File: src/hdl/d6sp_pkg.sv
package d6sp_pkg;

  localparam int MAX_VERTICES = 62;
  localparam int QUEUE_DEPTH = 4;
  localparam int QPTR_W = 2;

  localparam logic [7:0] CHAR_OFFSET = 8'd63;
  localparam logic [7:0] CHAR_LIMIT = 8'd126;
  localparam logic [7:0] CHAR_AMP = 8'h26;
  localparam logic [2:0] BITS_PER_CHAR = 3'd6;
  localparam logic [2:0] TOP_BIT = 3'd5;

  typedef enum logic [1:0] {
    KIND_EDGE  = 2'd0,
    KIND_ORDER = 2'd1,
    KIND_ERROR = 2'd2
  } kind_t;

  typedef enum logic {
    ERR_TOO_LARGE = 1'b0,
    ERR_TOO_SMALL = 1'b1
  } err_t;

  typedef enum logic [2:0] {
    PH_ORDER = 3'b001,
    PH_DATA  = 3'b010,
    PH_DONE  = 3'b100
  } phase_t;

  // one queued word: an order report, an error, or a run of adjacency bits
  typedef struct packed {
    kind_t      kind;
    err_t       err;
    logic [5:0] count;
    logic [5:0] frag;
    logic [2:0] nbits;
  } task_t;

  typedef struct packed {
    logic  push;
    task_t tsk;
  } push_t;

  typedef struct packed {
    logic  valid;
    task_t tsk;
  } head_t;

endpackage

File: src/hdl/d6sp_front.sv
module d6sp_front #(
  parameter int MAX_VERTICES = d6sp_pkg::MAX_VERTICES
) (
  input  logic              clk,
  input  logic              rst,
  input  logic              s_tvalid,
  output logic              s_tready,
  input  logic [7:0]        s_tdata,
  input  logic [0:0]        s_tuser,
  input  logic              q_full,
  output d6sp_pkg::push_t   q_push
);

  d6sp_pkg::phase_t phase, phase_next;
  logic [11:0] rem, rem_next;
  logic [7:0]  val;
  logic [11:0] sq;
  logic [2:0]  nb;
  logic        accept;
  d6sp_pkg::phase_t eff_phase;
  d6sp_pkg::task_t  tsk;
  logic             tsk_valid;

  assign s_tready = !q_full;
  assign accept = s_tvalid && s_tready;
  assign val = s_tdata - d6sp_pkg::CHAR_OFFSET;
  assign sq = {6'd0, val[5:0]} * {6'd0, val[5:0]};
  assign nb = (rem >= 12'(d6sp_pkg::BITS_PER_CHAR)) ? d6sp_pkg::BITS_PER_CHAR : rem[2:0];
  assign eff_phase = s_tuser[0] ? d6sp_pkg::PH_ORDER : phase;

  always_comb begin
    tsk = '0;
    tsk_valid = 1'b0;
    phase_next = phase;
    rem_next = rem;
    if (s_tuser[0] && s_tdata == d6sp_pkg::CHAR_AMP) begin
      phase_next = d6sp_pkg::PH_ORDER;
    end else begin
      case (eff_phase)
        d6sp_pkg::PH_ORDER: begin
          tsk_valid = 1'b1;
          phase_next = d6sp_pkg::PH_DONE;
          if (s_tdata < d6sp_pkg::CHAR_OFFSET) begin
            tsk.kind = d6sp_pkg::KIND_ERROR;
            tsk.err = d6sp_pkg::ERR_TOO_SMALL;
          end else if (s_tdata >= d6sp_pkg::CHAR_LIMIT || val > 8'(MAX_VERTICES)) begin
            tsk.kind = d6sp_pkg::KIND_ERROR;
            tsk.err = d6sp_pkg::ERR_TOO_LARGE;
          end else begin
            tsk.kind = d6sp_pkg::KIND_ORDER;
            tsk.count = val[5:0];
            rem_next = sq;
            if (val != 8'd0) phase_next = d6sp_pkg::PH_DATA;
          end
        end
        d6sp_pkg::PH_DATA: begin
          tsk_valid = 1'b1;
          if (s_tdata < d6sp_pkg::CHAR_OFFSET) begin
            tsk.kind = d6sp_pkg::KIND_ERROR;
            tsk.err = d6sp_pkg::ERR_TOO_SMALL;
          end else begin
            tsk.kind = d6sp_pkg::KIND_EDGE;
            tsk.frag = val[5:0];
            tsk.nbits = nb;
            rem_next = rem - 12'(nb);
            if (rem == 12'(nb)) phase_next = d6sp_pkg::PH_DONE;
          end
        end
        default: begin
        end
      endcase
    end
  end

  assign q_push.push = accept && tsk_valid;
  assign q_push.tsk = tsk;

  always_ff @(posedge clk) begin
    if (rst) begin
      phase <= d6sp_pkg::PH_ORDER;
      rem <= 12'd0;
    end else if (accept) begin
      phase <= phase_next;
      rem <= rem_next;
    end
  end

endmodule

File: src/hdl/d6sp_queue.sv
module d6sp_queue (
  input  logic            clk,
  input  logic            rst,
  input  d6sp_pkg::push_t q_push,
  output logic            q_full,
  input  logic            pop,
  output d6sp_pkg::head_t head
);

  d6sp_pkg::task_t slots [d6sp_pkg::QUEUE_DEPTH];
  logic [d6sp_pkg::QPTR_W-1:0] wr_ptr, rd_ptr;
  logic [d6sp_pkg::QPTR_W:0]   fill;
  logic                        do_push, do_pop;

  assign q_full = (fill == (d6sp_pkg::QPTR_W + 1)'(d6sp_pkg::QUEUE_DEPTH));
  assign head.valid = (fill != '0);
  assign head.tsk = slots[rd_ptr];
  assign do_push = q_push.push && !q_full;
  assign do_pop = pop && head.valid;

  always_ff @(posedge clk) begin
    if (rst) begin
      wr_ptr <= '0;
      rd_ptr <= '0;
      fill <= '0;
    end else begin
      if (do_push) wr_ptr <= wr_ptr + 1'b1;
      if (do_pop) rd_ptr <= rd_ptr + 1'b1;
      if (do_push && !do_pop) fill <= fill + 1'b1;
      else if (!do_push && do_pop) fill <= fill - 1'b1;
    end
  end

  always_ff @(posedge clk) begin
    if (do_push) slots[wr_ptr] <= q_push.tsk;
  end

endmodule

File: src/hdl/d6sp_back.sv
module d6sp_back #(
  parameter int MAX_VERTICES = d6sp_pkg::MAX_VERTICES
) (
  input  logic            clk,
  input  logic            rst,
  input  d6sp_pkg::head_t head,
  output logic            pop,
  output logic            m_tvalid,
  input  logic            m_tready,
  output logic [31:0]     m_tdata,
  output logic [1:0]      m_tuser,
  output logic            m_tlast
);

  localparam int AW = (MAX_VERTICES > 1) ? $clog2(MAX_VERTICES) : 1;

  typedef struct packed {
    d6sp_pkg::kind_t kind;
    logic [5:0]      src;
    logic [5:0]      tgt;
    logic            pres;
    logic [5:0]      count;
    d6sp_pkg::err_t  err;
    logic            last;
  } slot_t;

  typedef struct packed {
    d6sp_pkg::kind_t kind;
    logic [5:0]      src;
    logic [5:0]      tgt;
    logic            pres;
    logic [5:0]      od;
    logic [5:0]      id;
    logic [5:0]      count;
    d6sp_pkg::err_t  err;
    logic            last;
  } result_t;

  logic [5:0] held_n, held_n_next;
  logic [5:0] row, row_next;
  logic [5:0] col, col_next;
  logic [2:0] bit_idx, bit_idx_next;
  slot_t      slot, p1;
  logic       p1_valid;
  result_t    res, out;
  logic       out_valid;
  logic       adv;

  logic [5:0]              in_mem [MAX_VERTICES];
  logic [MAX_VERTICES-1:0] vld;
  logic [5:0]              rd, fwd_val, row_deg;
  logic                    rd_vld, fwd;
  logic [5:0]              in_base, id, od;
  logic                    p1_edge, p1_order;

  assign adv = !out_valid || m_tready;

  // sequencer: one slot per cycle from the queue head, while the output can advance
  always_comb begin
    slot = '0;
    pop = 1'b0;
    held_n_next = held_n;
    row_next = row;
    col_next = col;
    bit_idx_next = bit_idx;
    if (head.valid) begin
      case (head.tsk.kind)
        d6sp_pkg::KIND_ORDER: begin
          slot.kind = d6sp_pkg::KIND_ORDER;
          slot.count = head.tsk.count;
          slot.last = 1'b1;
          held_n_next = head.tsk.count;
          row_next = 6'd0;
          col_next = 6'd0;
          pop = adv;
        end
        d6sp_pkg::KIND_ERROR: begin
          slot.kind = d6sp_pkg::KIND_ERROR;
          slot.err = head.tsk.err;
          slot.last = 1'b1;
          pop = adv;
        end
        default: begin
          slot.kind = d6sp_pkg::KIND_EDGE;
          slot.src = row;
          slot.tgt = col;
          slot.pres = head.tsk.frag[d6sp_pkg::TOP_BIT - bit_idx];
          slot.count = held_n;
          slot.last = (bit_idx == head.tsk.nbits - 3'd1);
          if (col == held_n - 6'd1) begin
            col_next = 6'd0;
            row_next = row + 6'd1;
          end else begin
            col_next = col + 6'd1;
          end
          if (slot.last) begin
            bit_idx_next = 3'd0;
            pop = adv;
          end else begin
            bit_idx_next = bit_idx + 3'd1;
          end
        end
      endcase
    end
  end

  // degree update
  assign p1_edge = p1_valid && p1.kind == d6sp_pkg::KIND_EDGE;
  assign p1_order = p1_valid && p1.kind == d6sp_pkg::KIND_ORDER;
  assign in_base = fwd ? fwd_val : (rd_vld ? rd : 6'd0);
  assign id = in_base + {5'd0, p1.pres};
  assign od = ((p1.tgt == 6'd0) ? 6'd0 : row_deg) + {5'd0, p1.pres};

  always_comb begin
    res.kind = p1.kind;
    res.src = p1.src;
    res.tgt = p1.tgt;
    res.pres = p1.pres;
    res.od = (p1.kind == d6sp_pkg::KIND_EDGE) ? od : 6'd0;
    res.id = (p1.kind == d6sp_pkg::KIND_EDGE) ? id : 6'd0;
    res.count = p1.count;
    res.err = p1.err;
    res.last = p1.last;
  end

  always_ff @(posedge clk) begin
    if (rst) begin
      p1_valid <= 1'b0;
      out_valid <= 1'b0;
      held_n <= 6'd0;
      row <= 6'd0;
      col <= 6'd0;
      bit_idx <= 3'd0;
      vld <= '0;
      rd_vld <= 1'b0;
      fwd <= 1'b0;
    end else if (adv) begin
      p1_valid <= head.valid;
      out_valid <= p1_valid;
      held_n <= held_n_next;
      row <= row_next;
      col <= col_next;
      bit_idx <= bit_idx_next;
      if (p1_order) vld <= '0;
      else if (p1_edge) vld[p1.tgt[AW-1:0]] <= 1'b1;
      rd_vld <= vld[slot.tgt[AW-1:0]] && !p1_order;
      fwd <= p1_edge && head.valid && slot.kind == d6sp_pkg::KIND_EDGE
             && slot.tgt == p1.tgt;
    end
  end

  always_ff @(posedge clk) begin
    if (adv) begin
      p1 <= slot;
      rd <= in_mem[slot.tgt[AW-1:0]];
      fwd_val <= id;
      out <= res;
      if (p1_edge) begin
        in_mem[p1.tgt[AW-1:0]] <= id;
        row_deg <= od;
      end
    end
  end

  assign m_tvalid = out_valid;
  assign m_tdata = {out.err, out.count, out.id, out.od, out.pres, out.tgt, out.src};
  assign m_tuser = out.kind;
  assign m_tlast = out.last;

endmodule

File: src/hdl/digraph6_stream_parser_core.sv
// channel  dir  tdata (low bit up)                              tuser          tlast
// s_*      in   data_byte[7:0]                                  start_of_string  -
// m_*      out  source_vertex[5:0] target_vertex[5:0]           kind[1:0]      last_of_run
//               edge_present source_out_degree[5:0]
//               target_in_degree[5:0] vertex_count[5:0] error_code
//
// One result word per cycle while words are queued and m_tready allows. A data byte
// yields 1 to 6 result words, one per adjacency bit; order and error bytes yield one;
// a skipped '&' or an ignored byte yields none. The rate is set by the back-end bit
// sequencer and the single write port of the in-degree memory.
// Synchronous reset clears all control state; the degree valid bits clear at once.
// A four-word queue parts the input from the back end, so either side stalls alone.
module digraph6_stream_parser_core #(
  parameter int MAX_VERTICES = d6sp_pkg::MAX_VERTICES
) (
  input  logic        clk,
  input  logic        rst,
  input  logic        s_tvalid,
  output logic        s_tready,
  input  logic [7:0]  s_tdata,   // data_byte
  input  logic [0:0]  s_tuser,   // start_of_string
  output logic        m_tvalid,
  input  logic        m_tready,
  output logic [31:0] m_tdata,   // source_vertex, target_vertex, edge_present,
                                 // source_out_degree, target_in_degree,
                                 // vertex_count, error_code
  output logic [1:0]  m_tuser,   // kind
  output logic        m_tlast    // last_of_run
);

  d6sp_pkg::push_t q_push;
  d6sp_pkg::head_t head;
  logic            q_full;
  logic            pop;

  d6sp_front #(.MAX_VERTICES(MAX_VERTICES)) u_front (
    .clk      (clk),
    .rst      (rst),
    .s_tvalid (s_tvalid),
    .s_tready (s_tready),
    .s_tdata  (s_tdata),
    .s_tuser  (s_tuser),
    .q_full   (q_full),
    .q_push   (q_push)
  );

  d6sp_queue u_queue (
    .clk    (clk),
    .rst    (rst),
    .q_push (q_push),
    .q_full (q_full),
    .pop    (pop),
    .head   (head)
  );

  d6sp_back #(.MAX_VERTICES(MAX_VERTICES)) u_back (
    .clk      (clk),
    .rst      (rst),
    .head     (head),
    .pop      (pop),
    .m_tvalid (m_tvalid),
    .m_tready (m_tready),
    .m_tdata  (m_tdata),
    .m_tuser  (m_tuser),
    .m_tlast  (m_tlast)
  );

endmodule

File: config.mk
export PLATFORM = sky130hd
export DESIGN_NAME = digraph6_stream_parser_core
export DESIGN_NICKNAME = d
export VERILOG_FILES = /design/src/hdl/d6sp_pkg.sv /design/src/hdl/d6sp_front.sv /design/src/hdl/d6sp_queue.sv /design/src/hdl/d6sp_back.sv /design/src/hdl/digraph6_stream_parser_core.sv
export SDC_FILE = /design/constraint.sdc
export NUM_CORES = 1
export LEC_CHECK = 0
export BUFFER_PORTS_ARGS = -buffer_cell sky130_fd_sc_hd__buf_2
export CORE_MARGIN = 5
export CORE_UTILIZATION = 63
export DETAILED_ROUTE_END_ITERATION = 16
export PLACE_DENSITY = 0.86
export SLEW_MARGIN = 25
export SYNTH_ARGS = -nofsm -noshare
export SYNTH_HDL_FRONTEND = slang
export SYNTH_HIERARCHICAL = 1
export SYNTH_SLANG_ARGS = --single-unit
File: constraint.sdc
create_clock -name clk -period 4.5 [get_ports clk]
set_clock_uncertainty 0.05 [all_clocks]
set_input_delay 0.225 -clock clk [delete_from_list [all_inputs] [get_ports clk]]
set_output_delay 0.225 -clock clk [all_outputs]
set_load 0.01 [all_outputs]
# Word level (Yosys, flattened, before mapping)
# Memory sizes are Yosys's and may differ from the RTL's. A register that Yosys moved wholly into a read port is not among the register bits.
# Cells that the tools add are included.
[word_totals]
ff_bits = 179
ramBits = 444
in_bits = 13
wordCells = 181
n_memories = 2
[op_classes]
addsub = 14
n_mul = 1
magnitude_cmp = 8
eq_ne = 16
n_mux = 60
bitwise = 5
reduce_logical = 43
[memory_table]
columns = ["memory", "words", "width", "read_ports", "rd_ports_with_merged_regs", "write_ports", "line", "source"]
rows = [
  ["u_back.in_mem", 62, 6, 1, 1, 1, "d6sp_back.sv:49", "logic [5:0] in_mem [MAX_VERTICES];"],
  ["u_queue.slots", 4, 18, 1, 1, 1, "d6sp_queue.sv:10", "d6sp_pkg::task_t slots [d6sp_pkg::QUEUE_DEPTH];"],
]
[ops]
columns = ["operator", "count"]
rows = [
  ["$mux 62", 2],
  ["$or 62x62->62", 1],
  ["$mux 6", 8],
  ["$mux 12", 3],
  ["$mux 3", 12],
  ["$pmux 6 s2", 3],
  ["$pmux 12 s2", 1],
  ["$mux 23", 1],
  ["$mux 18", 1],
  ["$mux 9", 2],
  ["$mux 1", 16],
  ["$logic_and 1x1->1", 14],
  ["$lt 6x7->1 const B", 2],
  ["$mux 13", 1],
  ["$add 6x1->6", 2],
  ["$add 6x1->6 const B", 2],
  ["$eq 12x3->1", 1],
  ["$eq 6x6->1", 2],
  ["$ge 12x3->1 const B", 1],
  ["$mul 6x6->12", 1],
  ["$pmux 3 s2", 2],
  ["$sub 12x3->12", 1],
  ["$reduce_and 3->1", 3],
  ["$eq 8x6->1 const B", 1],
  ["other kinds (38)", 64],
]

# Logic depth before layout (Yosys ltp)
[logic_depth]
word_depth = 11
mapped_depth = 18
depth_no_buf = 17

# Cells and area by module
# Netlist, hierarchy kept.
[by_module_without_submodules]
columns = ["mod", "instances", "cells_each", "area_per_inst_um2"]
rows = [
  ["d6sp_back", 1, 1693, 22396.5],
  ["d6sp_queue", 1, 142, 3080.5],
  ["d6sp_front", 1, 275, 2060.7],
]

# Worst setup path before layout
# OpenSTA, ideal clock, no wires.
[synth_timing]
kind = "input to register"
startpoint = "input port s_tdata[0]"
endpoint = "register u_front.rem[10]"
setup_time_ns = 0.122
arrival_ns = 3.982
required_ns = 4.328
path_slack_ns = 0.347
cell_stages = 15
path_buffers = 1
path_cell_list = "clkbuf_1 -> inv_1 -> ha_1 -> nand2b_1 -> fa_1 -> fa_1 -> fa_1 -> inv_1 -> ha_1 -> a21oi_1 -> nand2_1 -> a221oi_1 -> xor2_1 -> nor2_1 -> o311a_1"
[synth_via]
elab_chain_len = 5
[synth_rtl]
columns = ["element", "line", "source"]
rows = [
  ["start: declaration", "digraph6_stream_parser_core.sv:20", "input logic [7:0] s_tdata,"],
  ["$sub 8x6->8", "d6sp_front.sv:26", "assign val = s_tdata - d6sp_pkg::CHAR_OFFSET;"],
  ["$mul 6x6->12 or $gt 8x6->1 (tied branches)", "d6sp_front.sv:27, d6sp_front.sv:46", ""],
  ["$mux 12 or $logic_or 1x1->1 (tied branches)", "d6sp_front.sv:46", "end else if (s_tdata >= d6sp_pkg::CHAR_LIMIT || val > 8'(MAX_VERTICES)) begin"],
  ["$mux 12 or $ne 2x2->1 (tied branches)", "n/a", ""],
  ["$pmux 12 s2 or $reduce_and 6->1 (tied branches)", "n/a", ""],
  ["end signal: assignment", "d6sp_front.sv:84", "rem <= rem_next;"],
  ["end: declaration", "d6sp_front.sv:15", "logic [11:0] rem, rem_next;"],
]
# Parallel ways exist; a longest one is shown, timed or not. The select of a mux whose other input is x is not followed.
# A chain may end at the register's enable or synchronous reset.

==> impl_metrics.tcl <==
set metrics [dict create \
    min_path_type "in2reg" \
    setup_viol 0 \
    layout-drive-gt1-share_pct 12.8 \
    synthMostInstantiatedCell "edfxtp_1" \
    powerDensity_nw_per_um2 534 \
    worst_pin_slew_ns 0.997 \
    grt_max_degree 89 \
    routed_via_density 6.83 \
    numClockSinks 631 \
    holdCritStartpoint "s_tdata[0]" \
    path_clk_slew_ns 0.06 \
    diodes 0 \
    slew_headroom_pct 33.5 \
    ys_types 97 \
    crit_type "reg2reg" \
    rsz0062_at_grt "no" \
    finalCritPeriodShare_pct 95.4 \
    synth_flop_cell "edfxtp_1" \
    first_pass_iters 6 \
    syn_nets 2167 \
    io_buffers 49 \
    maxCapViolCount 0 \
    coreArea_sq_um 43200 \
    dieWidth_microns 219 \
    ys_seq_area_share_pct 64.8 \
    nNetsFinal 2190 \
    cts_buffer_depth 3 \
    start_kind "flip-flop" \
    num-fill-cells 2741 \
    crit_path_end_kind "flip-flop" \
    cts.htree.levels 2 \
    hold_viol 0 \
    antenna_left 0 \
    netlist_top_cells_area "edfxtp_1 (57%), dfxtp_1 (8.1%), nor2_1 (3.7%)" \
    grt_overflow 0 \
    yosysTopAreaCell "edfxtp_1" \
    antenna_found_initial 0 \
    postSynthAreaPerCell_sq_um 13.1 \
    status "complete, no violations" \
    cts_buffers 59 \
    reg2regPathDepth 15 \
    hpwl_mm 42.0 \
    synth_area_sq_um 27500 \
    finalSetupTns_ns 0 \
    regArea_sq_um 17800 \
    arrival_ns 4.76 \
    fmax_ghz 0.233 \
    rows 76 \
    power.leakage_nw 10.5 \
    vdd_ir_drop_max_v 0.000331 \
    wl_per_cell_microns 25.1 \
    synth_warnings 6 \
    cts_root_buf "clkbuf_16" \
    vias 18872 \
    multi_input_area_sq_um 8830 \
    hold_path_end "u_front/rem[0]" \
    gp_congestion 0.953 \
    drc 0 \
    synth_edf_count 520 \
    synthArstFlopShare_pct 0 \
    syn_inst 2110 \
    cts_tree "done" \
    synthToLayoutAreaGrowth_pct 9.64 \
    cp_data_required_time_ns 4.97 \
    wirelength_mm 69.5 \
    synth_top_area_share_pct 56.7 \
    start_util_pct 63.8 \
    cp_max_fo 13 \
    die_area_sq_um 48000 \
    clock_latency_ns 0.62 \
    period_minus_slack_ns 4.29 \
    io_pins 50 \
    grtUsageTotal_pct 28.8 \
    power_mw 16.1 \
    ys_top_cells_by_count "edfxtp_1 (520), nor2_1 (275), a21oi_1 (141)" \
    r2r-end "u_queue/fill[2]" \
    synth-seq-cells 631 \
    slew_violations 0 \
    hold_depth 4 \
    reg2reg_slack_ns 0.21 \
    grt_pass1_vias 18595 \
    die_h_microns 219 \
    grt_pass1_wl_mm 107 \
    first_iter_violations 2791 \
]
-- sequential cells by signal (all words and copies together), names as in the netlist, 2 cells and up, named ones only --
name,flops
u_queue/fill,3
u_back/row,6
u_front/phase,3
u_back/bit_idx,3
u_back/m_tdata,32
u_front/rem,12
u_back/m_tuser,2
u_queue/slots,72
u_back/p1,23
u_back/held_n,6
u_back/fwd_val,6
u_back/rd,6
u_back/row_deg,6
u_back/vld,62
u_queue/rd_ptr,2
u_back/col,6
u_back/in_mem,372
u_queue/wr_ptr,2
-- through the flow --
stage | instance area (sq um) | utilization [%] | hold slack, ns | setup WS, ns | instances
finish | 30200 | 69.9 | 0.0796 | 0.206 | 2765
detailed placement | 28200 | 65.4 | 0.357 | 0.142 | 2656
CTS | 30200 | 69.9 | 0.0443 | 0.190 | 2765
floorplan | 27500 | - | 0.244 | 0.347 | 2110
global placement | 28200 | 65.4 | 0.351 | 0.245 | 2656
global route | 30200 | 69.9 | 0.0909 | 0.0201 | 2765
-- where the power goes --
group,switching [mW],internal (mW)
Sequential,0.339,6.99
Clock,2.10,2.90
Combinational,2.50,1.27
-- repair_timing --
action	4_1_cts	5_1_grt
hold buffers	1	0
resized for setup	0	1
hold endpoints to repair	4	0
setup buffers	0	0
endpoints found under the setup margin	0	2
-- per-layer routing --
layer  up-vias  part of all wire [%]  global-route usage, %
met5         -                     0                      0
li1       8002                     -                      -
met3       290                    11                   6.32
met4         0                   5.2                   13.7
met2      1365                    48                   46.8
met1      9215                    35                   37.2
-- area by class of cell --
cell class | instances | area share (%)
sequential | 631 | 59.1
multi-input combinational | 1282 | 29.2
clock buffer | 74 | 5.14
tap | 585 | 2.42
inverter | 65 | 0.825
clock inverter | 34 | 1.25
timing repair buffer | 94 | 2.02
-- worst max path at each step --
stage,to,slack (ns),start,cells after the start
6_report,u_queue/fill[2],0.21,flip-flop,15
5_1_grt,u_queue/fill[2],0.02,flip-flop,15
4_1_cts,u_queue/fill[2],0.19,flip-flop,15
3_5_place_dp,u_front/rem[10],0.14,s_tdata[0],16
3_3_place_gp,u_front/rem[10],0.24,s_tdata[0],16
2_1_floorplan,u_front/rem[10],0.35,s_tdata[0],15
-- logic make-up after synthesis --
kind of cell / count (synthesis) / synth area share [%]
AO/OA/AOI/OAI: 490 / 12.0
XOR/XNOR: 50 / 1.62
adder cells (fa/ha/maj): 44 / 2.24
buffers and inverters: 197 / 3.41
flip-flops: 631 / 64.8
multiplexers: 138 / 6.11
other: 1 / 0.0136
AND/OR/NAND/NOR: 559 / 9.85
-- critical path: stages (launching register included) --
cell	delay (ns)
dfxtp_1	0.54
buf_4	0.35
mux4_2	0.61
inv_1	0.09
ha_1	0.25
xor2_1	0.18
nand3_1	0.11
a21boi_0	0.15
and2_1	0.27
o31ai_2	0.11
ha_1	0.27
inv_1	0.08
fa_1	0.40
xor2_1	0.20
or3_1	0.34
a21oi_1	0.20
-- cell usage in the layout (no fill, tap or decap), types with 42 or more instances in the layout --
cell,netlist,routed
edfxtp_1,520,520
nor2_1,275,275
a21oi_1,141,141
dfxtp_1,111,108
mux2i_1,77,77
nand2_1,72,71
o21ai_0,62,62
inv_1,61,61
clkbuf_16,0,59
buf_2,35,49
a31oi_1,44,44
buf_4,18,42
and2_1,43,42
No activity file was read; power rests on OpenSTA's default activity.
